File: src/hdl/tcp_ct_pkg.sv
// Package for the TCP connection tracking table: sizes, TCP state codes,
// service ports and the records that pass between the controller and the cells.
// No dependencies.
package tcp_ct_pkg;

	localparam int TABLE_ENTRIES = 64;
	localparam int STALE_FACTOR  = 10;
	localparam int IDX_W         = $clog2(TABLE_ENTRIES);
	localparam int SF_W          = $clog2(STALE_FACTOR + 1);
	localparam int TS_W          = 16 + SF_W;

	localparam logic [1:0] CMD_SYN   = 2'd0;
	localparam logic [1:0] CMD_ACK   = 2'd1;
	localparam logic [1:0] CMD_FTP   = 2'd2;
	localparam logic [1:0] CMD_BAD   = 2'd3;

	localparam logic [3:0] ST_CLOSED       = 4'd0;
	localparam logic [3:0] ST_LISTEN       = 4'd1;
	localparam logic [3:0] ST_SYN_SENT     = 4'd2;
	localparam logic [3:0] ST_SYN_RECEIVED = 4'd3;
	localparam logic [3:0] ST_ESTABLISHED  = 4'd4;
	localparam logic [3:0] ST_FIN_WAIT_1   = 4'd5;
	localparam logic [3:0] ST_FIN_WAIT_2   = 4'd6;
	localparam logic [3:0] ST_CLOSE_WAIT   = 4'd7;
	localparam logic [3:0] ST_LAST_ACK     = 4'd8;
	localparam logic [3:0] ST_TIME_WAIT    = 4'd9;
	localparam logic [3:0] ST_FTP_DATA     = 4'd10;

	localparam logic [15:0] FTP_DATA_PORT = 16'd20;
	localparam logic [15:0] HTTP_PORT     = 16'd80;
	localparam logic [15:0] FTP_CTRL_PORT = 16'd21;
	localparam logic [15:0] SMTP_PORT     = 16'd25;

	localparam logic [2:0] RSN_NO_CONN  = 3'd0;
	localparam logic [2:0] RSN_EXISTS   = 3'd1;
	localparam logic [2:0] RSN_NONCOMP  = 3'd2;
	localparam logic [2:0] RSN_BLOCKED  = 3'd3;
	localparam logic [2:0] RSN_ADDED    = 3'd4;
	localparam logic [2:0] RSN_DUP      = 3'd5;
	localparam logic [2:0] RSN_FULL     = 3'd6;

	// lookup key broadcast to every cell
	typedef struct packed {
		logic [31:0] sip;
		logic [15:0] sp;
		logic [31:0] dip;
		logic [15:0] dp;
	} key_t;

	// scan token handed from cell to cell
	typedef struct packed {
		logic            active;
		logic            found;
		logic [IDX_W-1:0] idx;
		logic [31:0]     cip;
		logic [15:0]     cport;
		logic [31:0]     sip;
		logic [15:0]     sport;
		logic [3:0]      cs;
		logic [3:0]      ss;
		logic [2:0]      hook;
		logic            free_found;
		logic [IDX_W-1:0] free_idx;
	} chain_t;

	// write-back broadcast
	typedef struct packed {
		logic            en;
		logic            add;
		logic [IDX_W-1:0] idx;
		logic [31:0]     cip;
		logic [15:0]     cport;
		logic [31:0]     sip;
		logic [15:0]     sport;
		logic [3:0]      cs;
		logic [3:0]      ss;
		logic [31:0]     stamp;
		logic [2:0]      hook;
	} wr_t;

	// aging command
	typedef struct packed {
		logic        en;
		logic [31:0] expiry;
		logic [31:0] stale;
	} age_t;

endpackage

File: src/hdl/tcp_ct_cell.sv
// One table entry of the connection tracking chain: holds the entry, ages it,
// updates the passing scan token and takes write-backs. Depends on tcp_ct_pkg.
module tcp_ct_cell (
	input  logic                     clk,
	input  logic                     arst_n,
	input  logic [tcp_ct_pkg::IDX_W-1:0] my_idx,
	input  tcp_ct_pkg::age_t         age,
	input  tcp_ct_pkg::key_t         key,
	input  tcp_ct_pkg::wr_t          wr,
	input  tcp_ct_pkg::chain_t       chain_in,
	output tcp_ct_pkg::chain_t       chain_out
);
	import tcp_ct_pkg::*;

	logic        valid_q;
	logic [31:0] cip_q;
	logic [15:0] cport_q;
	logic [31:0] sip_q;
	logic [15:0] sport_q;
	logic [3:0]  cs_q;
	logic [3:0]  ss_q;
	logic [31:0] stamp_q;
	logic [2:0]  hook_q;
	logic        expire;
	logic        match;
	logic        wr_hit;
	chain_t      nxt;

	assign expire = ((cs_q == ST_SYN_SENT || cs_q == ST_FTP_DATA) && stamp_q < age.expiry)
		|| cs_q == ST_CLOSED || ss_q == ST_CLOSED || stamp_q < age.stale;
	assign match = (cip_q == key.sip && cport_q == key.sp && sip_q == key.dip
		&& sport_q == key.dp) || (cip_q == key.dip && cport_q == key.dp
		&& sip_q == key.sip && sport_q == key.sp);
	assign wr_hit = wr.en && wr.idx == my_idx;

	always_comb begin
		nxt = chain_in;
		if (chain_in.active) begin
			if (valid_q && !chain_in.found && match) begin
				nxt.found = 1'b1;
				nxt.idx   = my_idx;
				nxt.cip   = cip_q;
				nxt.cport = cport_q;
				nxt.sip   = sip_q;
				nxt.sport = sport_q;
				nxt.cs    = cs_q;
				nxt.ss    = ss_q;
				nxt.hook  = hook_q;
			end
			if (!valid_q && !chain_in.free_found) begin
				nxt.free_found = 1'b1;
				nxt.free_idx   = my_idx;
			end
		end
	end

	always_ff @(posedge clk or negedge arst_n) begin
		if (!arst_n) begin
			valid_q   <= 1'b0;
			chain_out <= '0;
		end else begin
			chain_out <= nxt;
			if (age.en && valid_q && expire) begin
				valid_q <= 1'b0;
			end else if (wr_hit && wr.add) begin
				valid_q <= 1'b1;
			end
		end
	end

	always_ff @(posedge clk) begin
		if (wr_hit) begin
			cs_q    <= wr.cs;
			ss_q    <= wr.ss;
			stamp_q <= wr.stamp;
			if (wr.add) begin
				cip_q   <= wr.cip;
				cport_q <= wr.cport;
				sip_q   <= wr.sip;
				sport_q <= wr.sport;
				hook_q  <= wr.hook;
			end
		end
	end

endmodule

File: config.mk
export PLATFORM = sky130hd
export DESIGN_NAME = tcp_ct_cell
export DESIGN_NICKNAME = d
export VERILOG_FILES = /design/src/hdl/tcp_ct_pkg.sv /design/src/hdl/tcp_ct_cell.sv
export SDC_FILE = /design/constraint.sdc
export NUM_CORES = 1
export LEC_CHECK = 0
export BUFFER_PORTS_ARGS = -buffer_cell sky130_fd_sc_hd__buf_2
export CAP_MARGIN = 20
export CORE_AREA = 3 3 217 219
export CTS_CLUSTER_SIZE = 16
export DETAILED_ROUTE_END_ITERATION = 8
export DIE_AREA = 0 0 220 222
export PLACE_DENSITY = 0.51
export SYNTH_ARGS = -nofsm -noshare
export SYNTH_HDL_FRONTEND = slang
export SYNTH_SLANG_ARGS = --single-unit
File: constraint.sdc
create_clock -name clk -period 2.56 [get_ports clk]
set_input_delay 0.384 -clock clk [delete_from_list [all_inputs] [get_ports clk]]
set_output_delay 0.384 -clock clk [all_outputs]
set_load 0.03 [all_outputs]
== Yosys cells after proc, flatten, opt, wreduce, memory -nomap -nowiden ==
Index checks and enable logic that the tools add are counted.
Storage, ports and cells
  bits in registers: 262
  logic and storage cells: 65
Cells by class
  order comparisons: 2
  eq/ne operators: 11
  multiplexer cells: 5
  reduce and logical (&&, ||, !) cells: 26
Operator list (count)
  $eq A32 B32 Y1: 4
  $mux W121: 1
  $mux W114: 1
  $eq A16 B16 Y1: 4
  $lt A32 B32 Y1: 2
  $logic_and A1 B1 Y1: 14
  $logic_not A4 Y1: 2
  $mux W7: 1
  $eq A6 B6 Y1: 1
  $logic_or A1 B1 Y1: 5
  $eq A4 B2 Y1 const B: 1
  $eq A4 B4 Y1 const B: 1
  $logic_not A1 Y1: 3
  $mux W1: 2
  $reduce_and A2 Y1: 1
  $reduce_bool A2 Y1: 1

== Logic depth before layout (Yosys ltp) ==
Gate-level depths: netlist (run 1).
  word-level depth: 8
  gate-level depth with buffers: 10
  gate-level depth less buffers: 9

== Worst setup path before layout (run 1) ==
Ideal clock, no wire load.
  path kind: input port to flip-flop
  from: in my_idx[4] (netlist name)
  to: reg valid_q
  setup time: 0.097 ns
  data arrival time: 7.612 ns
  required time: 2.463 ns
  path slack: -5.149 ns
  stages: 5
  path buffers: 0
  path through: xor2_1 > nor4_1 > and2_1 > o22ai_1 > a211oi_1
On the way
  cells in the longest elaborated chain, start to end: 4
RTL lines
  start, declared: RTL line tcp_ct_cell.sv:6  | input logic [tcp_ct_pkg::IDX_W-1:0] my_idx,
  $eq A6 B6 Y1: RTL line tcp_ct_cell.sv:34  | assign wr_hit = wr.en && wr.idx == my_idx;
  $logic_and A1 B1 Y1: RTL line tcp_ct_cell.sv:34
  net wr_hit: RTL line tcp_ct_cell.sv:26  | logic wr_hit;
  $logic_and A1 B1 Y1: RTL line tcp_ct_cell.sv:65  | end else if (wr_hit && wr.add) begin
  $reduce_bool A2 Y1 (no line)
  end signal, assigned: RTL line tcp_ct_cell.sv:59  | valid_q <= 1'b0;
  end signal, assigned: RTL line tcp_ct_cell.sv:64  | valid_q <= 1'b0;
  end signal, assigned: RTL line tcp_ct_cell.sv:66  | valid_q <= 1'b1;
  end, declared: RTL line tcp_ct_cell.sv:15  | logic valid_q;
The timed path passes the listed nets, and every way through them passes these cells.
A chain may end at the register's enable or synchronous reset.

==> qor.yml, run 1 <==
route:
  postRouteAntennaNets: 0
  drt-total-wl_mm: 54.3
  drt-pass1-iter-count: 7
  remaining_drc_errors: 0
  drt_iter0_drc: 574
  vias_per_cell: 4.48
  wl_per_cell_um: 23.0
  vias: 10600
critical_path:
  cp.arrival_ns: 3.23
  crit_fanout: 54
  cpMostUsedCell: "nand4_1"
  slowest_stage: "edfxtp_1"
  cpLargestDelayFamily: "simple AND/OR/NAND/NOR gates"
  crit_type: "reg2reg"
  path_buf_inv: 2
  r2r_cells: 8
  cp.depth: 8
  start_kind: "flop"
  path_cells: "xnor2_1 > nand4_1 > nor4_1 > buf_4 > nand4_1 > o31a_4 > buf_12 > mux2_4"
  cp_data_required_time_ns: 3.01
  slowest_delay_ns: 0.48
  critPathCaptureType: "flop"
finish:
  syn_to_final_growth_pct: 54.9
  final_cell_mix: "558 x buf_2, 141 x dlygate4sd3_1, 139 x edfxtp_1"
  fin_area_um2: 19700
  num-nets-final: 2223
  mostFrequentLayoutCell: "buf_2"
  final_util_pct: 43.5
  fin_cells: 2359
  drive_gt1_share_pct: 48.7
run_status:
  violations: "negative setup slack"
  status: "finished with violations"
cts:
  path_clk_slew_ns: 0.06
  numCtsBuffers: 30
  clockBufferDepth: 3
  cts_sinks: 262
  clk_latency_ns: 0.57
  cts_tree: "yes"
  cts_htree_levels: 1
  cts-root-buf: "clkbuf_16"
placement:
  hpwl_mm: 44.6
  place_inst: 2145
  gp_congestion: 0.899
  portBuffers: 559
  place_area_um2: 17100
synthesis:
  yosysSeqAreaShare_pct: 57.0
  synth.avg_cell_area_um2: 14.3
  syn_nets: 1389
  synth_top_area_share_pct: 32.8
  yosysUniqueCellTypes: 38
  ys_ff_latch: 262
  synth_warnings: 0
  synth_area_leaders: "edfxtp_1 33%, dfrtp_1 24%, mux2_4 7.0%"
  synth_area_um2: 12700
  yosys.area.top_type: "edfxtp_1"
  synth_cells: 889
timing:
  rsz0062_at_grt: "yes"
  setup_violations: 113
  skew_ns: 0.0150
  fin_ws_ns: -0.217
  max_slew_margin_pct: 58.3
  hold_ws_ns: 0.0384
  worst_slew_pin_slew_ns: 0.623
  finalHoldViolCount: 0
  finalCritPeriodShare_pct: 108
  slew_violations: 0
  final.min_clock_period_ns: 2.78
  max_freq_mhz: 360
grt:
  grt_first_pass_wirelength_mm: 76.1
  grtUsageMet1_pct: 27.0
  grt_pass1_vias: 11600
  grtUsageTotal_pct: 21.5
  overflow: 0
  antenna_found_initial: 23
  grt_max_degree: 58
  use_met2_pct: 36.9
  busiest_layer: "met2"
  grt_use_met3_pct: 5.07
power_and_ir_drop:
  internal_power_mw: 8.05
  power_density_nw_per_um2: 544
  power.switching_mw: 2.67
  seqPwrFrac_pct: 43.1
  p_clk_share_pct: 42.2
  peakVddDrop_uv: 547
  power_frac_comb_pct: 14.6
  p_leak_nw: 9.28
  swShare_pct: 24.9
floorplan:
  die_h_um: 222
  boundaryPins: 560
  core_um2: 45300
  start_util_pct: 28.1
  rows: 78
  dieArea_um2: 48800
  fp.dieW_um: 220
flow_run:
  maxCapViolations: 0
min_path:
  whs_path_depth: 1
  hold_path.class: "in2reg"
kinds of logic after synthesis:
kind of cell             after synthesis  synth area share [%]
flip-flops                           262                  57.0
XOR/XNOR                             189                  13.0
multiplexers                         119                  12.3
AND/OR/NAND/NOR                      107                  5.13
buffers and inverters                 84                  2.95
AO/OA/AOI/OAI                         66                  3.51
adder cells (fa/ha/maj)               62                  6.10
through the flow:
step	setup slack [ns]	setup TNS, ns	total power, mW
6_report	-0.217	-18.05	10.7
5_1_grt	-0.286	-27.81	11.2
4_1_cts	-0.213	-18.26	10.9
3_5_place_dp	-0.283	-26.47	6.09
3_3_place_gp	-0.314	-31.40	6.08
2_1_floorplan	-1.42	-134.45	5.31
final cells by class:
class                      count  area [um2]
fill                        4339       25600
sequential                   262        7250
timing repair buffer         815        5180
tap                          600         751
antenna                       13        32.5
inverter                      71         267
multi-input combinational    543        5200
clock inverter                13         175
clock buffer                  42         847
cells in the mapped netlist, drive strengths merged:
cell / count
edfxtp: 139
nand4b: 1
nand2: 1
nor2: 8
or3: 1
buf: 13
nand3b: 1
or4: 1
mux2: 119
a211oi: 4
nor2b: 2
o22ai: 4
a21o: 26
nor4: 38
and2: 1
a221o: 2
nand2b: 5
a221oi: 1
o211ai: 1
o2bb2ai: 1
a22o: 1
dfrtp: 123
xor2: 101
xnor2: 88
nand3: 2
o221ai: 1
o31a: 1
o21a: 1
o31ai: 1
ha: 62
nand4: 43
nor3: 3
inv: 71
a21oi: 16
o21ai: 6
repair_timing:
action / 4_1_cts / 5_1_grt
resized for setup: 2 / 11
setup buffers: 0 / 4
endpoints found under the setup margin: 113 / 114
hold buffers: 141 / 0
hold endpoints to repair: 162 / 0
gates cloned: 0 / 1
per-layer routing:
metal  up-vias  part of all wire [%]  wire, um
met5         -                  0.20       111
met4        18                   2.2      1220
li1       4902                     -         -
met1      5183                    41     22300
met3        75                   6.9      3750
met2       379                    50     26900
power groups by stage:
stage                     sequential [mW]  combinational (mW)  clock (mW)
after global routing                 4.63                1.69        4.83
after floorplan                      4.91               0.397           0
after global placement               4.71                1.37           0
after CTS                            4.63                1.58        4.68
after detailed placement             4.71                1.39           0
final                                4.63                1.57        4.53
flip-flops by register name, indices dropped and copies added (netlist names):
name       cells
cs_q           4
hook_q         3
cip_q         32
sport_q       16
sip_q         32
stamp_q       32
chain_out    122
cport_q       16
valid_q        1
ss_q           4
worst register-to-register path, cell delays in order (launching register included):
cell and delay [ns]:
edfxtp_1 0.48, xnor2_1 0.27, nand4_1 0.15, nor4_1 0.42, buf_4 0.18, nand4_1 0.11
o31a_4 0.40, buf_12 0.21, mux2_4 0.43
worst paths after layout:
check | end | startpoint | slack [ns]
worst max-delay path | chain_out[88] | sport_q[14] | -0.22
worst min-delay path | ss_q[3] | wr[38] | 0.04
worst max register to register | chain_out[88] | sport_q[14] | -0.22
worst min register to register | chain_out[9] | hook_q[2] | 0.48
max in group asynchronous | chain_out[102] | arst_n | 1.64
min in group asynchronous | chain_out[100] | arst_n | 0.24
Note: power is estimated with default switching activity, not from simulation.
==> run 2, diff against run 1 <==
--- a/config.mk
+++ b/config.mk
@@ -5,13 +5,13 @@
 export SDC_FILE = /design/constraint.sdc
 export NUM_CORES = 1
 export LEC_CHECK = 0
-export BUFFER_PORTS_ARGS = -buffer_cell sky130_fd_sc_hd__buf_2
 export CAP_MARGIN = 20
 export CORE_AREA = 3 3 217 219
 export CTS_CLUSTER_SIZE = 16
 export DETAILED_ROUTE_END_ITERATION = 8
 export DIE_AREA = 0 0 220 222
-export PLACE_DENSITY = 0.51
+export DONT_BUFFER_PORTS = 1
+export PLACE_DENSITY = 0.4
 export SYNTH_ARGS = -nofsm -noshare
 export SYNTH_HDL_FRONTEND = slang
 export SYNTH_SLANG_ARGS = --single-unit
==> run 2 against run 1 <==
  * The flow finishes with violations (negative hold slack, negative setup slack)
  * Maximum frequency decreased by 3.0%
  * First-iteration DRC count fell by 21%
  * Core utilization down 3.2 points
  * Final cell count is 18% lower
  * Hold slack got worse by 0.53 ns
  * Global-route usage fell by 0.64 points
  * Largest power group unchanged
==> qor.yml, run 2 (synthesized netlist as in run 1, its figures left out) <==
cts:
  cts_sinks: 262
  path_clk_slew_ns: 0.06
  clk_latency_ns: 0.58
  cts_htree_levels: 1
  ctsHoldBuffers: 273
  cts_tree: "yes"
  cts-root-buf: "clkbuf_16"
  numCtsBuffers: 31
  clockBufferDepth: 3
route:
  remaining_drc_errors: 0
  drt_iter0_drc: 456
  wl_met1_mm: 21.7
  drt-total-wl_mm: 52.8
  highest_layer: "met5"
  wl_per_cell_um: 27.4
  wl_met2_mm: 26.0
  vias_per_cell: 4.55
  wl_met3_mm: 3.86
  vias: 8765
  drt-pass1-iter-count: 5
  postRouteAntennaNets: 0
finish:
  fillers: 4357
  syn_to_final_growth_pct: 43.4
  largest_reg_flops: 122
  num-nets-final: 1797
  fin_area_um2: 18200
  mostFrequentLayoutCell: "dlygate4sd3_1"
  regArea_um2: 7250
  multi_input_area_um2: 5150
  final_cell_mix: "273 x dlygate4sd3_1, 139 x edfxtp_1, 123 x dfrtp_1"
  drive_gt1_share_pct: 22.0
  top_register: "chain_out"
  final_util_pct: 40.3
timing:
  fin_ws_ns: -0.303
  max_slew_margin_pct: 54.3
  max_freq_mhz: 349
  finalHoldViolCount: 123
  hold_ws_ns: -0.492
  finalCritPeriodShare_pct: 112
  worst_slew_pin_slew_ns: 0.682
  setup_violations: 113
  slew_violations: 0
  rsz0062_at_grt: "yes"
  final.min_clock_period_ns: 2.86
  skew_ns: 0.0129
grt:
  antenna_found_initial: 7
  grt_max_degree: 124
  grt_pass1_vias: 9933
  grtUsageTotal_pct: 20.8
  overflow: 0
  grt_first_pass_wirelength_mm: 72.2
placement:
  hpwl_mm: 42.7
  gp_congestion: 0.828
  portBuffers: 0
  dp_worst_setup_slack_ns: -0.639
  place_area_um2: 14400
critical_path:
  critPathCaptureType: "flop"
  crit_type: "reg2reg"
  cp_data_required_time_ns: 3.01
  path_buf_inv: 1
  crit_fanout: 64
  cpLargestDelayFamily: "simple AND/OR/NAND/NOR gates"
  start_kind: "flop"
  slowest_delay_ns: 0.45
  cp.arrival_ns: 3.31
  slowest_stage: "edfxtp_1"
  path_cells: "xor2_1 > nor4_4 > nand4_1 > nor4_4 > nand4_1 > o31a_2 > buf_12 > mux2_4"
flow_run:
  maxCapViolations: 0
power_and_ir_drop:
  power_mw: 10.5
  p_leak_nw: 7.63
  peakVddDrop_uv: 459
  power_density_nw_per_um2: 576
floorplan:
  dieArea_um2: 48800
  rows: 78
  start_util_pct: 28.1
  die_h_um: 222
  core_um2: 45300
  fp.dieW_um: 220
  boundaryPins: 560
min_path:
  hold_path.class: "in2async"
run_status:
  violations: "negative hold slack, negative setup slack"
  status: "finished with violations"
[run 2: changes by cell type in the layout (fill, tap and decap cells not counted), moves of 3 or more]
| cell | delta |
|---|---|
| buf_2 | -558 |
| dlygate4sd3_1 | +132 |
| diode_2 | -8 |
| buf_12 | +4 |
| clkbuf_1 | -4 |
| nor4_2 | -4 |
| buf_4 | -3 |
| nor4_1 | +3 |
[run 2: timing repair]
item,in CTS,in global routing
setup endpoints to repair,114,114
pin swaps,1,0
hold endpoints to repair,384,123
gates resized for setup,3,0
buffers inserted,3,0
[run 2: final cells by class]
| class | instances | area share, % |
|---|---|---|
| Timing Repair Buffer | 388 | 20.5 |
| Inverter | 71 | 1.46 |
| Clock inverter | 17 | 1.12 |
| Clock buffer | 40 | 4.77 |
| Tap cell | 600 | 4.12 |
| Antenna cell | 5 | 0.0686 |
| Multi-Input combinational cell | 543 | 28.2 |
| Sequential cell | 262 | 39.8 |
[run 2: worst register-to-register path, stage by stage, from the launching register on]
cell and delay, ns:
edfxtp_1 0.45, xor2_1 0.22, nor4_4 0.41, nand4_1 0.21
nor4_4 0.24, nand4_1 0.14, o31a_2 0.41, buf_12 0.22
mux2_4 0.44
[run 2: per-stage QoR]
stage                     cells  setup TNS [ns]
after CTS                  1921          -28.71
after global placement     1588          -64.33
after detailed placement   1588          -67.68
after floorplan             889         -134.45
after global routing       1925          -43.70
final                      1926          -29.02
[run 2: layer usage]
metal  global-route usage, %  vias up
met2                    36.2      354
met4                    4.84        2
met3                    5.70       56
met1                    25.6     4312
li1                        -     4041
met5                       0        -
[run 2: power breakdown]
part | internal, mW | switching, mW | leakage [nW]
sequential | 4.57 | 0.291 | 2.68
clock | 2.80 | 1.88 | 0.532
combinational | 0.599 | 0.350 | 4.41
total | 7.97 | 2.52 | 7.63
[run 2: final timing paths]
kind / startpoint / to / slack (ns) / cells past startpoint
setup / recovery: cip_q[13] / chain_out[86] / -0.30 / 8
hold / removal: arst_n / chain_out[110] / -0.49 / 0
setup reg to reg: cip_q[13] / chain_out[86] / -0.30 / 8
hold reg to reg: hook_q[0] / chain_out[7] / 0.48 / 1
max in group asynchronous: arst_n / chain_out[16] / 2.87 / 0
min in group clk: chain_in[121] / chain_out[6] / 0.06 / 2
==> run 3, diff against run 2 <==
--- a/config.mk
+++ b/config.mk
@@ -11,7 +11,7 @@
 export DETAILED_ROUTE_END_ITERATION = 8
 export DIE_AREA = 0 0 220 222
 export DONT_BUFFER_PORTS = 1
-export PLACE_DENSITY = 0.4
+export PLACE_DENSITY = 0.51
 export SYNTH_ARGS = -nofsm -noshare
 export SYNTH_HDL_FRONTEND = slang
 export SYNTH_SLANG_ARGS = --single-unit
==> constraint.sdc (replaced) <==
create_clock -name clk -period 2.4 [get_ports clk]
set_input_delay 0.36 -clock clk [delete_from_list [all_inputs] [get_ports clk]]
set_output_delay 0.36 -clock clk [all_outputs]
set_load 0.03 [all_outputs]
==> run 3 against run 2 <==
  * The run still ends with negative hold slack, negative setup slack left
  * Total power increased by 4.3%
  * Core utilization increased by 0.85 points
  * Non-clock buffer count increased by 26
  * Hold slack got worse by 0.027 ns
  * Maximum frequency increased by 3.8%
  * Global-route usage increased by 1.3 points
  * Critical path depth increased by 1
  * Setup slack got worse by 0.055 ns
  * Largest cell class unchanged
  * Largest power group unchanged
==> qor.yml, run 3 (synthesized netlist as in run 1, its figures left out) <==
finish:
  fin_cells: 1951
  mostFrequentLayoutCell: "dlygate4sd3_1"
  fin_area_um2: 18600
  num-nets-final: 1823
  drive_gt1_share_pct: 23.9
  largest_reg_flops: 122
  final_util_pct: 41.1
  syn_to_final_growth_pct: 46.4
  final_cell_mix: "273 x dlygate4sd3_1, 139 x edfxtp_1, 123 x dfrtp_1"
  top_register: "chain_out"
route:
  vias_per_cell: 4.72
  wl_per_cell_um: 28.9
  drt-pass1-iter-count: 5
  drt-total-wl_mm: 56.4
  postRouteAntennaNets: 0
  remaining_drc_errors: 0
  drt_iter0_drc: 564
  vias: 9217
floorplan:
  dieArea_um2: 48800
  fp.dieW_um: 220
  die_h_um: 222
  boundaryPins: 560
  rows: 78
  start_util_pct: 28.1
  core_um2: 45300
timing:
  slew_violations: 0
  final.min_clock_period_ns: 2.76
  hold_ws_ns: -0.519
  fin_ws_ns: -0.358
  max_slew_margin_pct: 54.5
  finalCritPeriodShare_pct: 115
  setup_violations: 114
  max_freq_mhz: 363
  finalHoldViolCount: 123
  skew_ns: 0.0133
  rsz0062_at_grt: "yes"
  worst_slew_pin_slew_ns: 0.680
critical_path:
  start_kind: "flop"
  cp.arrival_ns: 3.21
  r2r_cells: 9
  crit_fanout: 14
  r2r_slack_ns: -0.36
  r2r-end: "chain_out[116]"
  critPathCaptureType: "flop"
  regToRegStartpoint: "cport_q[11]"
  crit_type: "reg2reg"
  cp_data_required_time_ns: 2.85
grt:
  antenna_found_initial: 6
  grt_pass1_vias: 10300
  grt_first_pass_wirelength_mm: 76.7
  grtUsageTotal_pct: 22.2
  overflow: 0
  grt_max_degree: 124
cts:
  cts_htree_levels: 1
  clk_latency_ns: 0.58
  path_clk_slew_ns: 0.07
  cts_tree: "yes"
  clockBufferDepth: 3
  numCtsBuffers: 31
  cts_sinks: 262
  ctsHoldBuffers: 273
  cts-root-buf: "clkbuf_16"
flow_run:
  maxCapViolations: 0
min_path:
  hold_path.class: "in2async"
placement:
  hpwl_mm: 42.5
  place_inst: 1599
  place_area_um2: 14400
  portBuffers: 0
  gp_congestion: 0.877
power_and_ir_drop:
  power_mw: 10.9
  peakVddDrop_uv: 550
  p_leak_nw: 7.85
  power_density_nw_per_um2: 588
run_status:
  status: "finished with violations"
  violations: "negative hold slack, negative setup slack"
[run 3: changes by cell type in the layout (fill, tap and decap cells not counted), moves of 4 or more]
| cell | previous run | this run |
|---|---|---|
| bufinv_16 | 4 | 0 |
| buf_16 | 0 | 10 |
| nor4_1 | 35 | 30 |
| clkbuf_1 | 4 | 8 |
| clkbuf_16 | 32 | 36 |
| nor4_2 | 0 | 6 |
| buf_12 | 11 | 6 |
| buf_4 | 104 | 119 |
[run 3: what timing repair did]
action / 4_1_cts / 5_1_grt
endpoints found under the setup margin: 114 / 114
endpoints found under the hold margin: 384 / 123
setup buffers: 7 / 0
pin swaps: 5 / 0
resized for setup: 22 / 2
cloned: 8 / 3
[run 3: final cells by class]
class | instances | area (um2)
clock buffers | 48 | 952
multi-input cells | 543 | 5200
flip-flops and latches | 262 | 7250
fillers | 4216 | 26700
well taps | 600 | 751
diodes | 4 | 10.0
repair buffers | 414 | 4130
inverters | 71 | 267
clock inverters | 9 | 62.6
[run 3: layer usage]
metal / vias up / GRT usage [%] / wire length, um
met1: 4607 / 27.1 / 22500
met4: 4 / 6.02 / 1340
met3: 72 / 5.99 / 4570
met5: - / 0 / 14
li1: 4093 / - / -
met2: 441 / 38.4 / 28000
[run 3: worst max-delay path by stage]
stage,start,end
3_5_place_dp,cport_q[6],chain_out[119]
6_report,cport_q[11],chain_out[116]
2_1_floorplan,my_idx[4],valid_q
3_3_place_gp,cport_q[6],chain_out[119]
4_1_cts,sip_q[23],chain_out[79]
5_1_grt,sip_q[23],chain_out[69]
[run 3: report_power, final]
group          switching (mW)  total (mW)  internal, mW
Sequential              0.310        5.19          4.88
Clock                    1.99        4.72          2.73
Combinational           0.390        1.04         0.649
[run 3: metrics by stage]
stage	hold slack, ns	worst slack (ns)	TNS (ns)
floorplan	0.0644	-1.55	-148.05
global placement	0.0672	-0.702	-76.57
detailed placement	0.0665	-0.622	-66.55
CTS	-0.564	-0.304	-30.16
global route	-0.551	-0.465	-49.05
finish	-0.519	-0.358	-35.95
[run 3: worst max-delay path, stage by stage, from the launching register on]
cell	delay, ns
edfxtp_1	0.52
buf_4	0.20
xnor2_1	0.14
nand4_1	0.12
nor4_2	0.38
nand4_1	0.21
o31a_4	0.42
buf_4	0.16
buf_16	0.16
mux2_4	0.32
